[src/sv/dcma_pkg.sv]
// Shared types and constants for the dual-channel moving-average filter.
package dcma_pkg;

  // Width of the window-length register and its value after reset.
  localparam int unsigned CFG_W = 7;
  localparam logic [CFG_W-1:0] WINDOW_RESET = 7'd16;

  typedef enum logic [1:0] {
    ST_IDLE,
    ST_FETCH,
    ST_DIVIDE,
    ST_FINISH
  } ctl_state_e;

  // Commands from the controller to the datapath.
  typedef struct packed {
    logic cfg_write;
    logic capture;
    logic update;
    logic div_step;
    logic load_out;
  } dp_cmd_t;

  // Status from the datapath to the controller.
  typedef struct packed {
    logic div_done;
  } dp_status_t;

endpackage

[src/sv/dual_channel_moving_average.sv]
// Top level of the dual-channel boxcar moving-average filter.
//
//  channel | direction | handshake             | payload
//  --------+-----------+-----------------------+-------------------------------------
//  in      | sink      | in_valid_i/in_ready_o | left_value_i, right_value_i
//  out     | source    | out_valid_o/out_ready_i | left_average_o, right_average_o
//  cfg     | sink      | cfg_valid_i/cfg_ready_o | window_length_i
//
// Each beat runs through these steps: the window read shares the accepting edge,
// then the sum update, the bit-per-cycle restoring dividers and the load into the
// result register, which waits while an earlier result is still stalled. The
// block is idle again in the cycle after the load, so it takes no new input beat
// before the last one is through, and the next one is taken even while the result
// still waits on out_ready_i.
// Reset clears the window (through the fill count), the sums and the slot pointer
// at once and sets the window length to 16; a stalled result holds.
module dual_channel_moving_average #(
  parameter int unsigned MAX_WINDOW  = 64,
  parameter int unsigned SAMPLE_BITS = 16
) (
  input  logic                          clk_i,
  input  logic                          rst_ni,
  input  logic                          in_valid_i,
  output logic                          in_ready_o,
  input  logic signed [SAMPLE_BITS-1:0] left_value_i,
  input  logic signed [SAMPLE_BITS-1:0] right_value_i,
  output logic                          out_valid_o,
  input  logic                          out_ready_i,
  output logic signed [SAMPLE_BITS-1:0] left_average_o,
  output logic signed [SAMPLE_BITS-1:0] right_average_o,
  input  logic                          cfg_valid_i,
  output logic                          cfg_ready_o,
  input  logic [dcma_pkg::CFG_W-1:0]    window_length_i
);

  dcma_pkg::dp_cmd_t    cmd;
  dcma_pkg::dp_status_t sts;

  // Sequence each beat through fetch, update, divide and hand-off.
  dcma_ctrl u_ctrl (
    .clk_i      (clk_i),
    .rst_ni     (rst_ni),
    .in_valid_i (in_valid_i),
    .in_ready_o (in_ready_o),
    .out_valid_o(out_valid_o),
    .out_ready_i(out_ready_i),
    .cfg_valid_i(cfg_valid_i),
    .cfg_ready_o(cfg_ready_o),
    .cmd_o      (cmd),
    .sts_i      (sts)
  );

  // Window memory, running sums and the two dividers, one lane per channel.
  dcma_datapath #(
    .MAX_WINDOW (MAX_WINDOW),
    .SAMPLE_BITS(SAMPLE_BITS)
  ) u_dp (
    .clk_i          (clk_i),
    .rst_ni         (rst_ni),
    .cmd_i          (cmd),
    .sts_o          (sts),
    .window_length_i(window_length_i),
    .left_value_i   (left_value_i),
    .right_value_i  (right_value_i),
    .left_average_o (left_average_o),
    .right_average_o(right_average_o)
  );

endmodule

[src/sv/dcma_ram.sv]
// Generic single-write, single-read RAM with registered read data.
module dcma_ram #(
  parameter int unsigned WIDTH = 32,
  parameter int unsigned DEPTH = 64
) (
  input  logic                     clk_i,
  input  logic                     we_i,
  input  logic [$clog2(DEPTH)-1:0] waddr_i,
  input  logic [WIDTH-1:0]         wdata_i,
  input  logic [$clog2(DEPTH)-1:0] raddr_i,
  output logic [WIDTH-1:0]         rdata_o
);

  logic [WIDTH-1:0] mem_q [DEPTH];
  logic [WIDTH-1:0] rdata_q;

  always_ff @(posedge clk_i) begin
    if (we_i) begin
      mem_q[waddr_i] <= wdata_i;
    end
    rdata_q <= mem_q[raddr_i];
  end

  assign rdata_o = rdata_q;

endmodule

[src/sv/dcma_datapath.sv]
// Datapath: window memory, running sums, two serial dividers and the result register.
module dcma_datapath #(
  parameter int unsigned MAX_WINDOW  = 64,
  parameter int unsigned SAMPLE_BITS = 16
) (
  input  logic                           clk_i,
  input  logic                           rst_ni,
  input  dcma_pkg::dp_cmd_t              cmd_i,
  output dcma_pkg::dp_status_t           sts_o,
  input  logic [dcma_pkg::CFG_W-1:0]     window_length_i,
  input  logic signed [SAMPLE_BITS-1:0]  left_value_i,
  input  logic signed [SAMPLE_BITS-1:0]  right_value_i,
  output logic signed [SAMPLE_BITS-1:0]  left_average_o,
  output logic signed [SAMPLE_BITS-1:0]  right_average_o
);

  localparam int unsigned SLOT_W = $clog2(MAX_WINDOW);
  localparam int unsigned LEN_W  = $clog2(MAX_WINDOW + 1);
  localparam int unsigned SUM_W  = SAMPLE_BITS + SLOT_W + 1;
  localparam int unsigned CNT_W  = $clog2(SUM_W);
  localparam int unsigned S      = SAMPLE_BITS;

  logic [dcma_pkg::CFG_W-1:0] win_len_q;
  logic [SLOT_W-1:0]          slot_q;
  logic [SLOT_W:0]            fill_q;
  logic [SLOT_W-1:0]          slot_sel_q;
  logic [CNT_W-1:0]           cnt_q;

  logic signed [S-1:0]     smp_q   [2];
  logic signed [SUM_W-1:0] sum_q   [2];
  logic        [SUM_W-1:0] dvd_q   [2];
  logic        [LEN_W:0]   rem_q   [2];
  logic                    neg_q   [2];
  logic signed [S-1:0]     avg_q   [2];

  logic [31:0]             len_wide;
  logic [LEN_W-1:0]        eff_len;
  logic [SLOT_W-1:0]       slot_pick;
  logic [31:0]             slot_inc;
  logic [SLOT_W-1:0]       slot_next;
  logic                    old_valid;
  logic [2*S-1:0]          rdata;
  logic signed [S-1:0]     old_smp [2];
  logic signed [SUM_W-1:0] new_sum [2];
  logic        [SUM_W-1:0] mag     [2];
  logic        [LEN_W:0]   rem_sh  [2];
  logic        [LEN_W:0]   rem_nx  [2];
  logic                    qbit    [2];
  logic        [SUM_W-1:0] signed_q [2];

  // Effective length: zero acts as one, above the window depth saturates.
  always_comb begin
    if (win_len_q == '0) begin
      len_wide = 32'd1;
    end else if (32'(win_len_q) > MAX_WINDOW) begin
      len_wide = 32'(MAX_WINDOW);
    end else begin
      len_wide = 32'(win_len_q);
    end
    eff_len = len_wide[LEN_W-1:0];
  end

  // Slot to overwrite, and where the pointer goes afterwards.
  always_comb begin
    slot_pick = (32'(slot_q) >= 32'(eff_len)) ? '0 : slot_q;
    slot_inc  = 32'(slot_sel_q) + 32'd1;
    slot_next = (slot_inc >= 32'(eff_len)) ? '0 : slot_inc[SLOT_W-1:0];
    // Slots are filled in order from zero, so a slot below the fill count holds data.
    old_valid = 32'(slot_sel_q) < 32'(fill_q);
  end

  dcma_ram #(
    .WIDTH(2 * S),
    .DEPTH(MAX_WINDOW)
  ) u_win_ram (
    .clk_i  (clk_i),
    .we_i   (cmd_i.update),
    .waddr_i(slot_sel_q),
    .wdata_i({smp_q[1], smp_q[0]}),
    .raddr_i(slot_pick),
    .rdata_o(rdata)
  );

  always_comb begin
    for (int i = 0; i < 2; i++) begin
      old_smp[i]  = old_valid ? $signed(rdata[i*S +: S]) : '0;
      new_sum[i]  = sum_q[i] + SUM_W'(smp_q[i]) - SUM_W'(old_smp[i]);
      mag[i]      = new_sum[i][SUM_W-1] ? SUM_W'(-new_sum[i]) : SUM_W'(new_sum[i]);
      // Restoring division step: shift in one dividend bit, subtract when it fits.
      rem_sh[i]   = {rem_q[i][LEN_W-1:0], dvd_q[i][SUM_W-1]};
      qbit[i]     = rem_sh[i] >= {1'b0, eff_len};
      rem_nx[i]   = qbit[i] ? (rem_sh[i] - {1'b0, eff_len}) : rem_sh[i];
      signed_q[i] = neg_q[i] ? (~dvd_q[i] + 1'b1) : dvd_q[i];
    end
  end

  always_ff @(posedge clk_i or negedge rst_ni) begin
    if (!rst_ni) begin
      win_len_q <= dcma_pkg::WINDOW_RESET;
      slot_q    <= '0;
      fill_q    <= '0;
      cnt_q     <= '0;
      for (int i = 0; i < 2; i++) begin
        sum_q[i] <= '0;
      end
    end else if (cmd_i.cfg_write) begin
      // New length: drop the window contents and restart from slot zero.
      win_len_q <= window_length_i;
      slot_q    <= '0;
      fill_q    <= '0;
      for (int i = 0; i < 2; i++) begin
        sum_q[i] <= '0;
      end
    end else begin
      if (cmd_i.update) begin
        slot_q <= slot_next;
        if (32'(slot_sel_q) == 32'(fill_q)) begin
          fill_q <= fill_q + 1'b1;
        end
        for (int i = 0; i < 2; i++) begin
          sum_q[i] <= new_sum[i];
        end
        cnt_q <= CNT_W'(SUM_W - 1);
      end else if (cmd_i.div_step) begin
        cnt_q <= cnt_q - 1'b1;
      end
    end
  end

  always_ff @(posedge clk_i) begin
    if (cmd_i.capture) begin
      smp_q[0]   <= left_value_i;
      smp_q[1]   <= right_value_i;
      slot_sel_q <= slot_pick;
    end
    for (int i = 0; i < 2; i++) begin
      if (cmd_i.update) begin
        neg_q[i] <= new_sum[i][SUM_W-1];
        dvd_q[i] <= mag[i];
        rem_q[i] <= '0;
      end else if (cmd_i.div_step) begin
        dvd_q[i] <= {dvd_q[i][SUM_W-2:0], qbit[i]};
        rem_q[i] <= rem_nx[i];
      end
      if (cmd_i.load_out) begin
        avg_q[i] <= $signed(signed_q[i][S-1:0]);
      end
    end
  end

  assign sts_o.div_done  = (cnt_q == '0);
  assign left_average_o  = avg_q[0];
  assign right_average_o = avg_q[1];

endmodule

[src/sv/dcma_ctrl.sv]
// Controller: sequences fetch, update, divide and result hand-off for one beat.
module dcma_ctrl (
  input  logic                 clk_i,
  input  logic                 rst_ni,
  input  logic                 in_valid_i,
  output logic                 in_ready_o,
  output logic                 out_valid_o,
  input  logic                 out_ready_i,
  input  logic                 cfg_valid_i,
  output logic                 cfg_ready_o,
  output dcma_pkg::dp_cmd_t    cmd_o,
  input  dcma_pkg::dp_status_t sts_i
);

  dcma_pkg::ctl_state_e state_q, state_d;
  logic                 out_valid_q, out_valid_d;

  always_ff @(posedge clk_i or negedge rst_ni) begin
    if (!rst_ni) begin
      state_q     <= dcma_pkg::ST_IDLE;
      out_valid_q <= 1'b0;
    end else begin
      state_q     <= state_d;
      out_valid_q <= out_valid_d;
    end
  end

  always_comb begin
    state_d     = state_q;
    cmd_o       = '0;
    in_ready_o  = 1'b0;
    cfg_ready_o = 1'b0;
    case (state_q)
      dcma_pkg::ST_IDLE: begin
        // Hold off input beats while a configuration beat is offered.
        cfg_ready_o     = 1'b1;
        in_ready_o      = !cfg_valid_i;
        cmd_o.cfg_write = cfg_valid_i;
        cmd_o.capture   = in_valid_i && !cfg_valid_i;
        if (cmd_o.capture) begin
          state_d = dcma_pkg::ST_FETCH;
        end
      end
      dcma_pkg::ST_FETCH: begin
        cmd_o.update = 1'b1;
        state_d      = dcma_pkg::ST_DIVIDE;
      end
      dcma_pkg::ST_DIVIDE: begin
        cmd_o.div_step = 1'b1;
        if (sts_i.div_done) begin
          state_d = dcma_pkg::ST_FINISH;
        end
      end
      dcma_pkg::ST_FINISH: begin
        if (!out_valid_q || out_ready_i) begin
          cmd_o.load_out = 1'b1;
          state_d        = dcma_pkg::ST_IDLE;
        end
      end
      default: begin
        state_d = dcma_pkg::ST_IDLE;
      end
    endcase
  end

  always_comb begin
    if (cmd_o.load_out) begin
      out_valid_d = 1'b1;
    end else if (out_ready_i) begin
      out_valid_d = 1'b0;
    end else begin
      out_valid_d = out_valid_q;
    end
  end

  assign out_valid_o = out_valid_q;

endmodule

[config.mk]
export PLATFORM = sky130hd
export DESIGN_NAME = dual_channel_moving_average
export DESIGN_NICKNAME = d
export VERILOG_FILES = /design/src/sv/dcma_pkg.sv /design/src/sv/dual_channel_moving_average.sv /design/src/sv/dcma_ram.sv /design/src/sv/dcma_datapath.sv /design/src/sv/dcma_ctrl.sv
export SDC_FILE = /design/constraint.sdc
export NUM_CORES = 2
export LEC_CHECK = 0
export ABC_AREA = 1
export BUFFER_PORTS_ARGS = -buffer_cell sky130_fd_sc_hd__buf_2
export CAP_MARGIN = 10
export CORE_MARGIN = 5
export CORE_UTILIZATION = 44
export CTS_CLUSTER_SIZE = 30
export DETAILED_ROUTE_END_ITERATION = 8
export REMOVE_ABC_BUFFERS = 1
export SYNTH_ARGS = -nofsm -noshare
export SYNTH_HDL_FRONTEND = slang
export SYNTH_SLANG_ARGS = --single-unit
[constraint.sdc]
create_clock -name clk_i -period 6.5 [get_ports clk_i]
set_input_delay 0.325 -clock clk_i [delete_from_list [all_inputs] [get_ports clk_i]]
set_output_delay 0.325 -clock clk_i [all_outputs]
set_load 0.05 [all_outputs]
==> results by group <==
Synth
  – Cells after synthesis: 9725
  – Most frequent cells after synthesis: nand2_1 (2962), edfxtp_1 (2180), nand3_1 (1421), inv_1 (1345), buf_2 (303)
  – Ys async rst share: 0.0324
  – Post-synth EDFFs: 2180
  – Area leader, netlist: edfxtp_1
  – Most numerous cell in the Yosys netlist: nand2_1
  – Synth top area share: 0.642
  – Synthesized area: 0.102 sq mm
  – Synth cell types: 47
  – Synth top area cells: edfxtp_1 (64%), nand2_1 (11%), nand3_1 (7.0%)
  – Synthesized area per cell: 10.5 sq um
  – Seq/Total Area, Yosys: 0.667
  – Synth Warn #: 0
  – Register bit count reported by yosys: 2286
  – Dominant synthesized flop cell: edfxtp_1

Layout
  – Share of cells above drive strength 1: 0.0704
  – Fillers: 20400
  – Area grow syn2layout: 12.2%
  – Final Cell Area: 0.114 sq mm
  – Nets@finish: 9983

Critical path
  – CP peak stage delay: 0.63 ns
  – Reg2Reg Depth: 25
  – Critical Path Source Type: flip-flop
  – CP endpoint kind: flip-flop
  – Arr. time, crit path: 6.11 ns
  – Most used cell along the critical path: nand2_1
  – RR Endpoint: u_dp.dvd_q[1][18]
  – R2R Setup Slk: 0.97 ns
  – CP delay by family, top: simple AND/OR/NAND/NOR gates
  – Critical Path RT: 7.07 ns
  – Critical path type: flip-flop to flip-flop
  – Critical path buffer and inverter count: 3
  – CP max stage cell: edfxtp_1
  – R2r startpoint: u_dp.slot_sel_q[0]
  – Largest fanout on the critical path: 14

Timing
  – Setup tns final: 0 ns
  – Hold Slack: 0.161 ns
  – Max-slew violations: 0
  – Fmax: 181 MHz
  – Setup violators final: 0
  – Worst Max-Slew Pin Slew: 1.21 ns
  – Final Hold Fails: 0
  – Crit share post-route: 0.852
  – RSZ-0062 raised after global routing: no
  – Skew final: 0.0733 ns
  – Max transition margin: 0.193
  – Min Tclk post-route: 5.53 ns

Status
  – Outcome: complete, no violations

Clocking
  – CTS Root Cell: clkbuf_16
  – Number of buffers created by CTS: 230
  – Clock slew at reported path FFs: 0.06 ns
  – Clock Tree Buf Depth: 3
  – CTS sink cnt: 2286
  – Htree depth: 4
  – CTS tree: yes
  – Setup Fix Bufs, Post-CTS: 0
  – Cts repair resizes: 0
  – Post-cts hold buffer count: 47
  – Worst-Skew Late Latency: 0.89 ns

Routing
  – First drt pass iteration count: 8
  – Initial drt markers: 7878
  – Post-DRT Antenna Nets: 0
  – Routed wire per std cell: 23.3 um
  – DR vias/cell: 5.43
  – DRC: 0
  – DRT Wirelength: 304000 um
  – Total number of vias: 70800

Run
  – Max-cap viol count: 0

Placement
  – Area of placed instances: 0.106 sq mm
  – DP HPWL: 173000 um
  – Port bufs: 78
  – RePlAce Congestion: 0.884

Worst hold path
  – Hold Path Class: input port to flip-flop
  – Worst hold start: right_value_i[8]
  – Worst Hold End: u_dp.smp_q[0][24]
  – Worst hold stages: 2

Floorplan
  – Die area: 0.241 sq mm
  – I/O pins: 79
  – Core footprint: 0.230 sq mm
  – Starting density of the core: 0.442
  – Die Ht: 491 um
  – Rows: 176
  – Chip width: 491 um

Power
  – Max VDD drop: 0.000395 V
  – Pwr Density: 482 mW/mm^2
  – Leakage power: 46.3 nW

Global routing
  – Vias in the first global route: 67200
  – Gr ovfl total: 0
  – Pin count of the biggest net entering global routing: 212
  – Initial antenna violation count: 13
  – First-pass GRT wire length: 444000 um
  – Overall routing resource usage: 0.246
==> per-layer routing <==
layer | track usage | part of all wire | vias to the layer above
met2 | 0.392 | 0.46 | 2983
met4 | 0.0899 | 0.039 | 4
met1 | 0.339 | 0.41 | 34500
met5 | 0 | 0.000056 | -
met3 | 0.0438 | 0.089 | 518
li1 | - | - | 32800
==> through the flow <==
step | worst slack, ns | instances | total power [W] | util
finish | 0.965 | 13000 | 0.0551 | 0.496
global route | 0.278 | 13000 | 0.0584 | 0.496
CTS | 0.978 | 13000 | 0.0551 | 0.496
detailed placement | 1.01 | 12500 | 0.0422 | 0.462
global placement | 1.09 | 12500 | 0.0420 | 0.462
floorplan | -61.09 | 9229 | 0.0328 | -
==> worst max path at each step <==
stage | from | endpoint | slack [ns] | depth (start not counted)
after detailed placement | u_dp.slot_sel_q[0] | u_dp.dvd_q[1][19] | 1.01 | 23
after global placement | u_dp.slot_sel_q[0] | u_dp.dvd_q[1][16] | 1.09 | 26
after global routing | u_dp.slot_sel_q[0] | u_dp.dvd_q[1][21] | 0.28 | 25
after CTS | u_dp.slot_sel_q[0] | u_dp.dvd_q[1][18] | 0.98 | 26
final | u_dp.slot_sel_q[0] | u_dp.dvd_q[1][18] | 0.97 | 25
after floorplan | u_dp.slot_q[0] | u_dp.u_win_ram.rdata_o[19] | -61.09 | 15
==> cells in the final DEF, fill, tap and decap left out, types with 32 or more instances in the layout <==
| master | n |
|---|---|
| nand2_1 | 2962 |
| edfxtp_1 | 2180 |
| nand3_1 | 1420 |
| inv_1 | 1344 |
| o211ai_1 | 289 |
| clkbuf_16 | 233 |
| nor2_1 | 228 |
| buf_4 | 173 |
| o21ai_0 | 122 |
| nand4_1 | 94 |
| ha_1 | 89 |
| buf_2 | 77 |
| a21oi_1 | 76 |
| dfrtp_1 | 72 |
| clkbuf_1 | 61 |
| nor2_4 | 60 |
| xor2_1 | 53 |
| clkinv_1 | 52 |
| dlygate4sd3_1 | 48 |
| fa_1 | 46 |
| clkinv_2 | 45 |
| buf_12 | 42 |
| o22ai_1 | 40 |
| dfxtp_1 | 32 |
==> logic make-up after synthesis <==
| group | after synthesis | synth area share |
|---|---|---|
| flip-flops | 2286 | 0.667 |
| adder cells (fa/ha/maj) | 137 | 0.0202 |
| XOR/XNOR | 68 | 0.00584 |
| buffers and inverters | 1848 | 0.0725 |
| AND/OR/NAND/NOR | 4828 | 0.199 |
| AO/OA/AOI/OAI | 558 | 0.0357 |
==> state kept, by name (all words and copies together) (netlist names) <==
name,cells
u_dp.sum_q,46
u_dp.slot_q,6
u_dp.avg_q,32
u_dp.u_win_ram.mem_q,2048
u_dp.cnt_q,5
u_dp.rem_q,14
u_dp.dvd_q,46
u_ctrl.out_valid_o,1
u_dp.fill_q,7
u_dp.smp_q,32
u_ctrl.state_q,2
u_dp.neg_q,2
u_dp.win_len_q,7
u_dp.u_win_ram.rdata_o,32
u_dp.slot_sel_q,6
==> final cells by class <==
| type | count | area [sq um] | area share |
|---|---|---|---|
| antenna | 5 | 12.5 | 0.000109 |
| clock buffer | 301 | 6160 | 0.0539 |
| clock inverter | 129 | 1150 | 0.0100 |
| inverter | 1352 | 5100 | 0.0446 |
| multi-input combinational | 5591 | 27100 | 0.237 |
| sequential | 2286 | 68000 | 0.595 |
| tap | 3026 | 3790 | 0.0331 |
| timing repair buffer | 341 | 3030 | 0.0265 |
==> where the power goes <==
group | switching [W] | internal [W] | total [W]
Sequential | 0.000502 | 0.0175 | 0.0180
Clock | 0.00570 | 0.00722 | 0.0129
Combinational | 0.0173 | 0.00681 | 0.0241
Total | 0.0235 | 0.0316 | 0.0551
Power figures use the tool's default switching activity.
